File: config.mk
export PLATFORM = sky130hd
export DESIGN_NAME = ham_pixel_encoder
export DESIGN_NICKNAME = d
export VERILOG_FILES = /design/src/rtl/hamenc_pkg.sv /design/src/rtl/hamenc_pick.sv /design/src/rtl/ham_pixel_encoder.sv
export SDC_FILE = /design/constraint.sdc
export NUM_CORES = 2
export LEC_CHECK = 0
export ABC_CLOCK_PERIOD_IN_PS = 21200
export BUFFER_PORTS_ARGS = -buffer_cell sky130_fd_sc_hd__buf_2
export CORE_ASPECT_RATIO = 2
export CORE_UTILIZATION = 25
export DETAILED_ROUTE_END_ITERATION = 6
export PLACE_DENSITY = 0.46
export SKIP_CTS_REPAIR_TIMING = 1
export SLEW_MARGIN = 10
export SYNTH_ARGS = -nofsm -noshare
export SYNTH_HDL_FRONTEND = slang
export SYNTH_SLANG_ARGS = --single-unit
File: constraint.sdc
create_clock -name clk -period 21.2 [get_ports clk]
set_clock_uncertainty 0.1 [all_clocks]
set_input_delay 2.12 -clock clk [delete_from_list [all_inputs] [get_ports clk]]
set_output_delay 2.12 -clock clk [all_outputs]
set_load 0.005 [all_outputs]
File: src/rtl/hamenc_pkg.sv
// Shared types and constants for the hold-and-modify pixel encoder.
// No dependencies; imported by hamenc_pick, ham_pixel_encoder, hamenc_chk and the testbench.
`timescale 1ns / 1ps

package hamenc_pkg;

  localparam int CHAN_W      = 4;
  localparam int NUM_GROUPS  = 4;
  localparam int GROUP_IDX_W = 2;
  localparam int ENTRY_W     = 3 * CHAN_W;
  localparam int PER_GROUP   = 4;
  localparam int GROUP_W     = PER_GROUP * ENTRY_W;
  localparam int NUM_ENTRIES = NUM_GROUPS * PER_GROUP;
  localparam int ENTRY_IDX_W = 4;
  localparam int CFG_IDX_W   = 3;
  localparam int CODE_W      = 6;
  localparam int ERR_W       = 5;
  localparam int DIST_W      = 6;

  // upper two bits of a code: palette index or which channel is modified
  localparam logic [1:0] CODE_PALETTE    = 2'b00;
  localparam logic [1:0] CODE_MOD_BLUE   = 2'b01;
  localparam logic [1:0] CODE_MOD_RED    = 2'b10;
  localparam logic [1:0] CODE_MOD_GREEN  = 2'b11;

  typedef struct packed {
    logic [CHAN_W-1:0] red;
    logic [CHAN_W-1:0] green;
    logic [CHAN_W-1:0] blue;
  } rgb_t;

  typedef logic [NUM_GROUPS-1:0][GROUP_W-1:0] palette_t;

  typedef struct packed {
    logic [CODE_W-1:0] code;
    rgb_t              held;
  } pick_t;

  function automatic logic [CHAN_W-1:0] abs_diff(input logic [CHAN_W-1:0] a,
                                                 input logic [CHAN_W-1:0] b);
    abs_diff = (a > b) ? (a - b) : (b - a);
  endfunction

endpackage

File: src/rtl/hamenc_pick.sv
// Combinational code pick: modify choice plus 16-entry palette search.
// Depends on hamenc_pkg.
`timescale 1ns / 1ps

module hamenc_pick (
  input  hamenc_pkg::rgb_t     pix,
  input  logic                 line_start,
  input  hamenc_pkg::rgb_t     held,
  input  hamenc_pkg::palette_t palette,
  output hamenc_pkg::pick_t    res
);
  import hamenc_pkg::*;

  rgb_t                   base;
  rgb_t                   mod_held;
  logic [CHAN_W-1:0]      dr, dg, db;
  logic [ERR_W-1:0]       err;
  logic [CODE_W-1:0]      mod_code;
  rgb_t                   entry [NUM_ENTRIES];
  logic [DIST_W-1:0]      pix_dist [NUM_ENTRIES];
  logic [DIST_W-1:0]      d8 [8];
  logic [ENTRY_IDX_W-1:0] i8 [8];
  logic [DIST_W-1:0]      d4 [4];
  logic [ENTRY_IDX_W-1:0] i4 [4];
  logic [DIST_W-1:0]      d2 [2];
  logic [ENTRY_IDX_W-1:0] i2 [2];
  logic [DIST_W-1:0]      min_d;
  logic [ENTRY_IDX_W-1:0] min_i;
  logic                   hit;

  always_comb begin
    base = line_start ? '0 : held;
    dr   = abs_diff(pix.red,   base.red);
    dg   = abs_diff(pix.green, base.green);
    db   = abs_diff(pix.blue,  base.blue);
    mod_held = base;
    if (dr > dg && dr > db) begin
      mod_held.red = pix.red;
      mod_code     = {CODE_MOD_RED, pix.red};
      err          = {1'b0, dg} + {1'b0, db};
    end else if (dg > db) begin
      mod_held.green = pix.green;
      mod_code       = {CODE_MOD_GREEN, pix.green};
      err            = {1'b0, dr} + {1'b0, db};
    end else begin
      mod_held.blue = pix.blue;
      mod_code      = {CODE_MOD_BLUE, pix.blue};
      err           = {1'b0, dg} + {1'b0, dr};
    end
  end

  always_comb begin
    for (int k = 0; k < NUM_ENTRIES; k++) begin
      entry[k] = rgb_t'(palette[k / PER_GROUP][(k % PER_GROUP) * ENTRY_W +: ENTRY_W]);
      pix_dist[k] = DIST_W'(abs_diff(entry[k].red,   pix.red))
                  + DIST_W'(abs_diff(entry[k].green, pix.green))
                  + DIST_W'(abs_diff(entry[k].blue,  pix.blue));
    end
  end

  // min tree; the lower index keeps ties, matching a first-strictly-better scan
  always_comb begin
    for (int k = 0; k < 8; k++) begin
      if (pix_dist[2*k+1] < pix_dist[2*k]) begin
        d8[k] = pix_dist[2*k+1];
        i8[k] = ENTRY_IDX_W'(2*k+1);
      end else begin
        d8[k] = pix_dist[2*k];
        i8[k] = ENTRY_IDX_W'(2*k);
      end
    end
    for (int k = 0; k < 4; k++) begin
      if (d8[2*k+1] < d8[2*k]) begin
        d4[k] = d8[2*k+1];
        i4[k] = i8[2*k+1];
      end else begin
        d4[k] = d8[2*k];
        i4[k] = i8[2*k];
      end
    end
    for (int k = 0; k < 2; k++) begin
      if (d4[2*k+1] < d4[2*k]) begin
        d2[k] = d4[2*k+1];
        i2[k] = i4[2*k+1];
      end else begin
        d2[k] = d4[2*k];
        i2[k] = i4[2*k];
      end
    end
    if (d2[1] < d2[0]) begin
      min_d = d2[1];
      min_i = i2[1];
    end else begin
      min_d = d2[0];
      min_i = i2[0];
    end
  end

  // a zero modify error never loses to the palette, so no separate check
  assign hit = min_d < {1'b0, err};

  always_comb begin
    if (hit) begin
      res.code = {CODE_PALETTE, min_i};
      res.held = entry[min_i];
    end else begin
      res.code = mod_code;
      res.held = mod_held;
    end
  end

endmodule

File: src/rtl/ham_pixel_encoder.sv
// Hold-and-modify pixel encoder top level: pixel input register, code pick,
// code output register and palette registers. Depends on hamenc_pkg, hamenc_pick.
//
// Usage:
//   Input channel in_*: one RGB pixel (4 bits per channel) plus line_start,
//   which clears the held colour before the pixel is encoded.
//   Output channel out_*: one 6-bit code per pixel, in order.
//   Configuration port cfg_*: cfg_index 0..3 writes palette group 0..3
//   (four 12-bit r/g/b entries each); higher indexes are ignored. Write only
//   while no pixel is in flight.
//   Pipeline: a pixel passes the input register, then the code register, before
//   out_valid rises; a stall on out_ready can keep it in the input register.
//   Throughput: one pixel per cycle while out_ready stays high; the held colour
//   update and the 16 palette distance compares all fit in the single
//   combinational pass between the two registers.
//   Stalls: with out_ready low the code register holds; one more pixel can
//   wait in the input register, after which in_ready drops.
//   Reset: synchronous, active low; clears both valid flags, the held colour
//   and all palette entries.
`timescale 1ns / 1ps

module ham_pixel_encoder (
  input  logic                                clk,
  input  logic                                rst_n,
  input  logic                                in_valid,
  output logic                                in_ready,
  input  logic [hamenc_pkg::CHAN_W-1:0]       in_pixel_red,
  input  logic [hamenc_pkg::CHAN_W-1:0]       in_pixel_green,
  input  logic [hamenc_pkg::CHAN_W-1:0]       in_pixel_blue,
  input  logic                                in_line_start,
  output logic                                out_valid,
  input  logic                                out_ready,
  output logic [hamenc_pkg::CODE_W-1:0]       out_ham_code,
  input  logic                                cfg_we,
  input  logic [hamenc_pkg::CFG_IDX_W-1:0]    cfg_index,
  input  logic [hamenc_pkg::GROUP_W-1:0]      cfg_wdata
);
  import hamenc_pkg::*;

  palette_t          pal_r, pal_nxt;
  logic              in_vld_r, in_vld_nxt;
  rgb_t              pix_r;
  logic              ls_r;
  rgb_t              held_r;
  logic              out_vld_r, out_vld_nxt;
  logic [CODE_W-1:0] code_r;
  logic              adv;
  logic              take;
  pick_t             pick;

  assign adv  = in_vld_r && (!out_vld_r || out_ready);
  assign take = in_valid && in_ready;

  assign in_ready     = !in_vld_r || adv;
  assign out_valid    = out_vld_r;
  assign out_ham_code = code_r;

  hamenc_pick u_pick (
    .pix        (pix_r),
    .line_start (ls_r),
    .held       (held_r),
    .palette    (pal_r),
    .res        (pick)
  );

  always_comb begin
    pal_nxt = pal_r;
    if (cfg_we && cfg_index < CFG_IDX_W'(NUM_GROUPS)) begin
      pal_nxt[cfg_index[GROUP_IDX_W-1:0]] = cfg_wdata;
    end
    in_vld_nxt  = take || (in_vld_r && !adv);
    out_vld_nxt = adv || (out_vld_r && !out_ready);
  end

  always_ff @(posedge clk) begin
    if (!rst_n) begin
      pal_r     <= '0;
      in_vld_r  <= 1'b0;
      out_vld_r <= 1'b0;
      held_r    <= '0;
    end else begin
      pal_r     <= pal_nxt;
      in_vld_r  <= in_vld_nxt;
      out_vld_r <= out_vld_nxt;
      if (adv) begin
        held_r <= pick.held;
      end
    end
  end

  // payload registers: load on transfer, hold otherwise
  always_ff @(posedge clk) begin
    if (take) begin
      pix_r <= '{red: in_pixel_red, green: in_pixel_green, blue: in_pixel_blue};
      ls_r  <= in_line_start;
    end
    if (adv) begin
      code_r <= pick.code;
    end
  end

endmodule

-- Word level (Yosys, flattened, before mapping)
Cells that the tools add are included.
- register bits after elaboration: 225
- input port bits: 69
- output and inout port bits: 8
- logic and storage cells: 341
- add/subtract/negate cells: 137
- order comparisons: 74
- muxes and demuxes: 97
- bitwise logic cells: 1
- reductions and logical operators: 16
- operators with widths (operator ; count):
    $sub 4x4->4 ; 102
    $mux 4 ; 55
    $gt 4x4->1 ; 54
    $bwmux 192 ; 1
    $mux 6 ; 17
    $add 6x4->6 ; 16
    $demux 48 s2 ; 1
    $add 4x4->5 ; 19
    $lt 6x6->1 ; 15
    $bmux 12 s4 ; 1
    $mux 48 ; 1
    $mux 12 ; 3
    $mux 16 ; 1
    $mux 5 ; 2
    $mux 1 ; 8
    $mux 2 ; 4
    $mux 8 ; 1
    $logic_and 1x1->1 ; 7
    $lt 6x5->1 ; 1
    $mux 3 ; 2
    $ge 5x5->1 const B ; 1
    $not 4->5 ; 1
    $logic_not 1->1 ; 4
    $logic_or 1x1->1 ; 4
    4 further kinds ; 4

-- Longest topological paths before layout
- depth after elaboration: 17
- depth in mapped cells: 61
- mapped depth without buffers: 57

-- Modules after synthesis
From an unflattened synthesis, not the netlist that was laid out.
- cells, all modules: 3318
- area total of the unflattened synthesis: 29116.7 um^2
- modules (own cells, without submodules) (module ; times used ; cells an instance ; area each (um^2) ; seq. area each (um^2)):
    hamenc_pick ; 1 ; 2541 ; 21650.8 ; 0.0
    ham_pixel_encoder ; 1 ; 777 ; 7465.9 ; 4694.5

-- Least setup slack after synthesis
OpenSTA, ideal clock, no wires.
- path type: reg-to-reg
- start: register pix_r[5] (netlist name)
- end: register held_r[8] (netlist name)
- library setup time: 106 ps
- arrival time: 14155 ps
- data required time: 20994 ps
- path slack: 6839 ps
- cell stages (with the launch flop): 54
- path buffers: 4
- clock period less this slack: 14361 ps
- cells stage by stage: edfxtp_1 -> inv_1 -> fa_1 -> a21o_1 -> a21oi_1 -> a41oi_1 -> mux2_2 -> fa_1 -> ha_1 -> a21o_1 -> a21oi_1 -> xor2_1 -> ha_1 -> a21oi_1 -> o21ai_0 -> maj3_1 -> a21oi_1 -> buf_2 -> [... 18 more ...] -> ha_1 -> a21o_1 -> a21o_1 -> a21oi_1 -> o2111ai_1 -> o21bai_1 -> nand2_1 -> clkbuf_1 -> o21ai_0 -> ha_1 -> a21o_1 -> a21o_1 -> a21oi_1 -> inv_1 -> o32ai_1 -> nand3_1 -> a2111o_1 -> o311ai_0
- cells in the longest elaborated chain, start to end: 17
- elaborated cells between the ends (all ways): 159
- classes of those cells: add/sub (68); order compare (35); mux (54); bitwise (1); reduce/logical (1)
- ends and longest elaborated chain (element ; line ; source):
    start: declaration ; ham_pixel_encoder.sv:42 ; rgb_t pix_r;
    start signal: assignment ; ham_pixel_encoder.sv:94 ; pix_r <= '{red: in_pixel_red, green: in_pixel_green, blue: in_pixel_blue};
    $sub 4x4->4 or $gt 4x4->1 (tied branches) ; hamenc_pkg.sv:41 ; abs_diff = (a > b) ? (a - b) : (b - a);
    $mux 4 ; hamenc_pkg.sv:41 ;
    $add 4x4->5 ; hamenc_pick.sv:56 ; + DIST_W'(abs_diff(entry[k].green, pix.green))
    $add 6x4->6 ; hamenc_pick.sv:57 ; + DIST_W'(abs_diff(entry[k].blue, pix.blue));
    $lt 6x6->1 ; hamenc_pick.sv:64 ; if (pix_dist[2*k+1] < pix_dist[2*k]) begin
    $mux 6 ; hamenc_pick.sv:64 ;
    $lt 6x6->1 ; hamenc_pick.sv:73 ; if (d8[2*k+1] < d8[2*k]) begin
    $mux 6 ; hamenc_pick.sv:73 ;
    $lt 6x6->1 ; hamenc_pick.sv:82 ; if (d4[2*k+1] < d4[2*k]) begin
    $mux 6 ; hamenc_pick.sv:82 ;
    $lt 6x6->1 ; hamenc_pick.sv:90 ; if (d2[1] < d2[0]) begin
    $mux 4 ; hamenc_pick.sv:90 ;
    $not 4->5 (implied by the code) ; hamenc_pick.sv:105 ; res.held = entry[min_i];
    $bmux 12 s4 ; hamenc_pick.sv:105 ;
    $mux 12 (implied by the code) (2 in series) ; hamenc_pick.sv:105 ;
    $mux 16 (*) ; hamenc_pick.sv:103 ; if (hit) begin
    end signal: assignment ; ham_pixel_encoder.sv:86 ; held_r <= pick.held;
    end: declaration ; ham_pixel_encoder.sv:44 ; rgb_t held_r;
Mark *: on every way between the ends. The rest lies on a longest branch, timed or not. The select of a mux whose other input is x is not followed.
A chain may end at the register's enable or synchronous reset.

-- Final worst setup path
- start: register pix_r[9] (netlist name)
- end: register held_r[2] (netlist name)
Same word-level chain as after synthesis.

==> impl_metrics.toml <==
[cts]
clockBufferDepth = 3
h-tree-depth = 1
cts_made_buffers = 25
clk_pin_slew_ns = 0.08
clk_latency_ns = 0.64
cts_root_buffer = "clkbuf_16"
cts_num_sinks = 225
cts_tree = "yes"

[drt]
ant_nets = 0
dr.first_iter.drc_count = 1177
drc_errors = 0
drtPass1Iterations = 7
num_vias = 26257
routed_via_density = 5.094
wire_per_inst_um = 26.30
postRouteWirelength_um = 135500

[worst_setup_path]
cpMostUsedCell = "a21o_1"
endpoint_kind = "register"
start_kind = "register"
critPathSlowestCell = "o32ai_1"
r2r_setup_slack_ns = 5.64
r2r-start = "pix_r[9]$_DFFE_PP_"
r2r_cells = 49
crit_fanout = 19
critPathMaxStageDelay_ns = 0.85
crit_required_ns = 21.66
cp.arrival_ns = 16.02
worst_r2r_endpoint = "held_r[2]$_SDFFE_PN0P_"
critical_path_class = "reg -> reg"

[layout]
layout_commonest_cell = "ha_1"
drive_above_1_share_pct = 7.684
utilization_pct = 27.92
most-common-layout-cells = "ha_1 (577), nand2_1 (468), inv_1 (361), a21oi_1 (334), a21o_1 (241)"
area_delta_synth_final_pct = 10.41
nets = 4368
fillers = 12964

[logic_synthesis]
async_flop_share_pct = 0
synth_top_family_by_area = "adder cells"
yosysUniqueCellTypes = 83
synth_mux_area_share_pct = 8.422
ys_seq_elements = 225
synth_simple_gate_area_share_pct = 9.116
synth_edf_count = 19
synth_adder_area_share_pct = 32.80
synth_fp_nets = 4320
yosys_warnings = 0
synth_seq_area_share_pct = 15.41
syn_area_per_cell_um2 = 8.612
syn-cell-area_um2 = 30470
synth_cells = 3538
synth_flop_cell = "dfxtp_1"
synth-compound-area-share_pct = 22.84
synth_xor_area_share_pct = 5.519

[min_path]
hold_end = "pal_r[90]$_SDFFE_PN0P_"
worstHoldStart = "pal_r[90]$_SDFFE_PN0P_"
min_path_type = "reg -> reg"
hold_depth = 2

[global_routing]
grt_pass1_wl_um = 191600
grt.overflow.total = 0
antenna_found_initial = 12
track_usage_pct = 21.84
grt_pass1_vias = 27406
grt_max_degree = 79

[place]
routabilityCongestion = 0.9257
io_buffers = 76
hpwl_um = 110200

[timing]
setup_viol = 0
rsz0062_at_grt = "no"
tightest_slew_ns = 1.179
slew_headroom_pct = 20.59
period_minus_slack_ns = 15.56
max_freq_ghz = 0.06428
fin_tns_setup_ns = 0
drv_slew = 0
period_share_pct = 73.38
finalHoldViolations = 0

[floorplan]
die_area_um2 = 123400
fp.dieH_um = 495.7
ios = 77
coreArea_um2 = 120500
core.rowCount = 180
dieWidth_um = 248.9
start_util_pct = 25.29

[run]
maxCapViolations = 0

[status]
status = "finished clean"
==> through the flow <==
step | std cells | hold slack, ns | worst slack (ns) | cell area (um^2)
2_1_floorplan | 3538 | 0.3451 | 6.839 | 30470
6_report | 5154 | 0.3864 | 5.643 | 33640
3_5_place_dp | 5106 | 0.3795 | 5.723 | 32770
3_3_place_gp | 5106 | 0.3724 | 5.888 | 32770
4_1_cts | 5152 | 0.3896 | 5.683 | 33640
5_1_grt | 5153 | 0.4037 | 4.423 | 33640
==> cells by family (layout without fill, tap and decap cells) <==
logic type	count (synthesis)	in the layout
fa+ha+maj	718	718
buf+inv	469	536
mux	242	242
other cells	0	2
compound gates	1018	1018
flops	225	225
xor+xnor	192	192
simple gates	674	674
==> final cells by class <==
type / instances / area, um^2 / share of cell area (%)
Clock inverter: 19 / 222.7 / 0.6620
Clock buffer: 27 / 643.1 / 1.912
Multi-Input combinational cell: 2844 / 24040 / 71.45
Inverter: 371 / 1393 / 4.140
Antenna cell: 2 / 5.005 / 0.01488
Timing Repair Buffer: 119 / 709.4 / 2.109
Tap cell: 1547 / 1936 / 5.754
Sequential cell: 225 / 4695 / 13.95
==> sequential cells by signal, summed over array words and instances (netlist names) <==
| signal | cells |
|---|---|
| pix_r | 12 |
| held_r | 12 |
| ls_r | 1 |
| pal_r | 192 |
| in_vld_r | 1 |
| out_ham_code | 6 |
| out_valid | 1 |
==> worst max-delay path, delay by kind of cell, from the launching register on <==
family | cells | cell delay [ns]
compound gates | 26 | 7.05
fa+ha+maj | 9 | 3.03
simple gates | 5 | 1.72
buf+inv | 5 | 1.47
mux | 3 | 1.35
flops | 1 | 0.37
xor+xnor | 1 | 0.31
==> synth_stat cells (68+ instances only) <==
cell      instances  share of area, %
nor2_1          110               1.4
xnor2_1          94               2.7
clkbuf_1         81               1.0
mux2_2           68               2.5
nand2_1         469               5.8
ha_1            577                24
fa_1            136               8.9
dfxtp_1         206                14
a21o_1          241               5.9
inv_1           369               4.5
a21oi_1         335               5.5
mux2i_1         168               5.5
a21boi_0        195               4.8
xor2_1           98               2.8
==> routing by layer <==
| metal | wire [um] | vias up | GRT usage, % |
|---|---|---|---|
| met2 | 71750 | 728 | 42.26 |
| met3 | 5116 | 380 | 2.515 |
| met1 | 43240 | 12710 | 19.35 |
| met4 | 15370 | 12 | 21.15 |
| li1 | - | 12427 | - |
| met5 | 76 | - | 0 |
==> how the worst max path moves through the flow <==
stage	startpoint	to	slack (ns)
2_1_floorplan	pix_r[5]$_DFFE_PP_	held_r[8]$_SDFFE_PN0P_	6.84
3_3_place_gp	pix_r[9]$_DFFE_PP_	held_r[2]$_SDFFE_PN0P_	5.89
3_5_place_dp	pix_r[9]$_DFFE_PP_	held_r[0]$_SDFFE_PN0P_	5.72
4_1_cts	pix_r[9]$_DFFE_PP_	held_r[0]$_SDFFE_PN0P_	5.68
5_1_grt	pix_r[9]$_DFFE_PP_	held_r[5]$_SDFFE_PN0P_	4.42
6_report	pix_r[9]$_DFFE_PP_	held_r[2]$_SDFFE_PN0P_	5.64
Power is not shown: default switching activity piles up to over one toggle a cycle in this logic, so the estimate is an artifact.
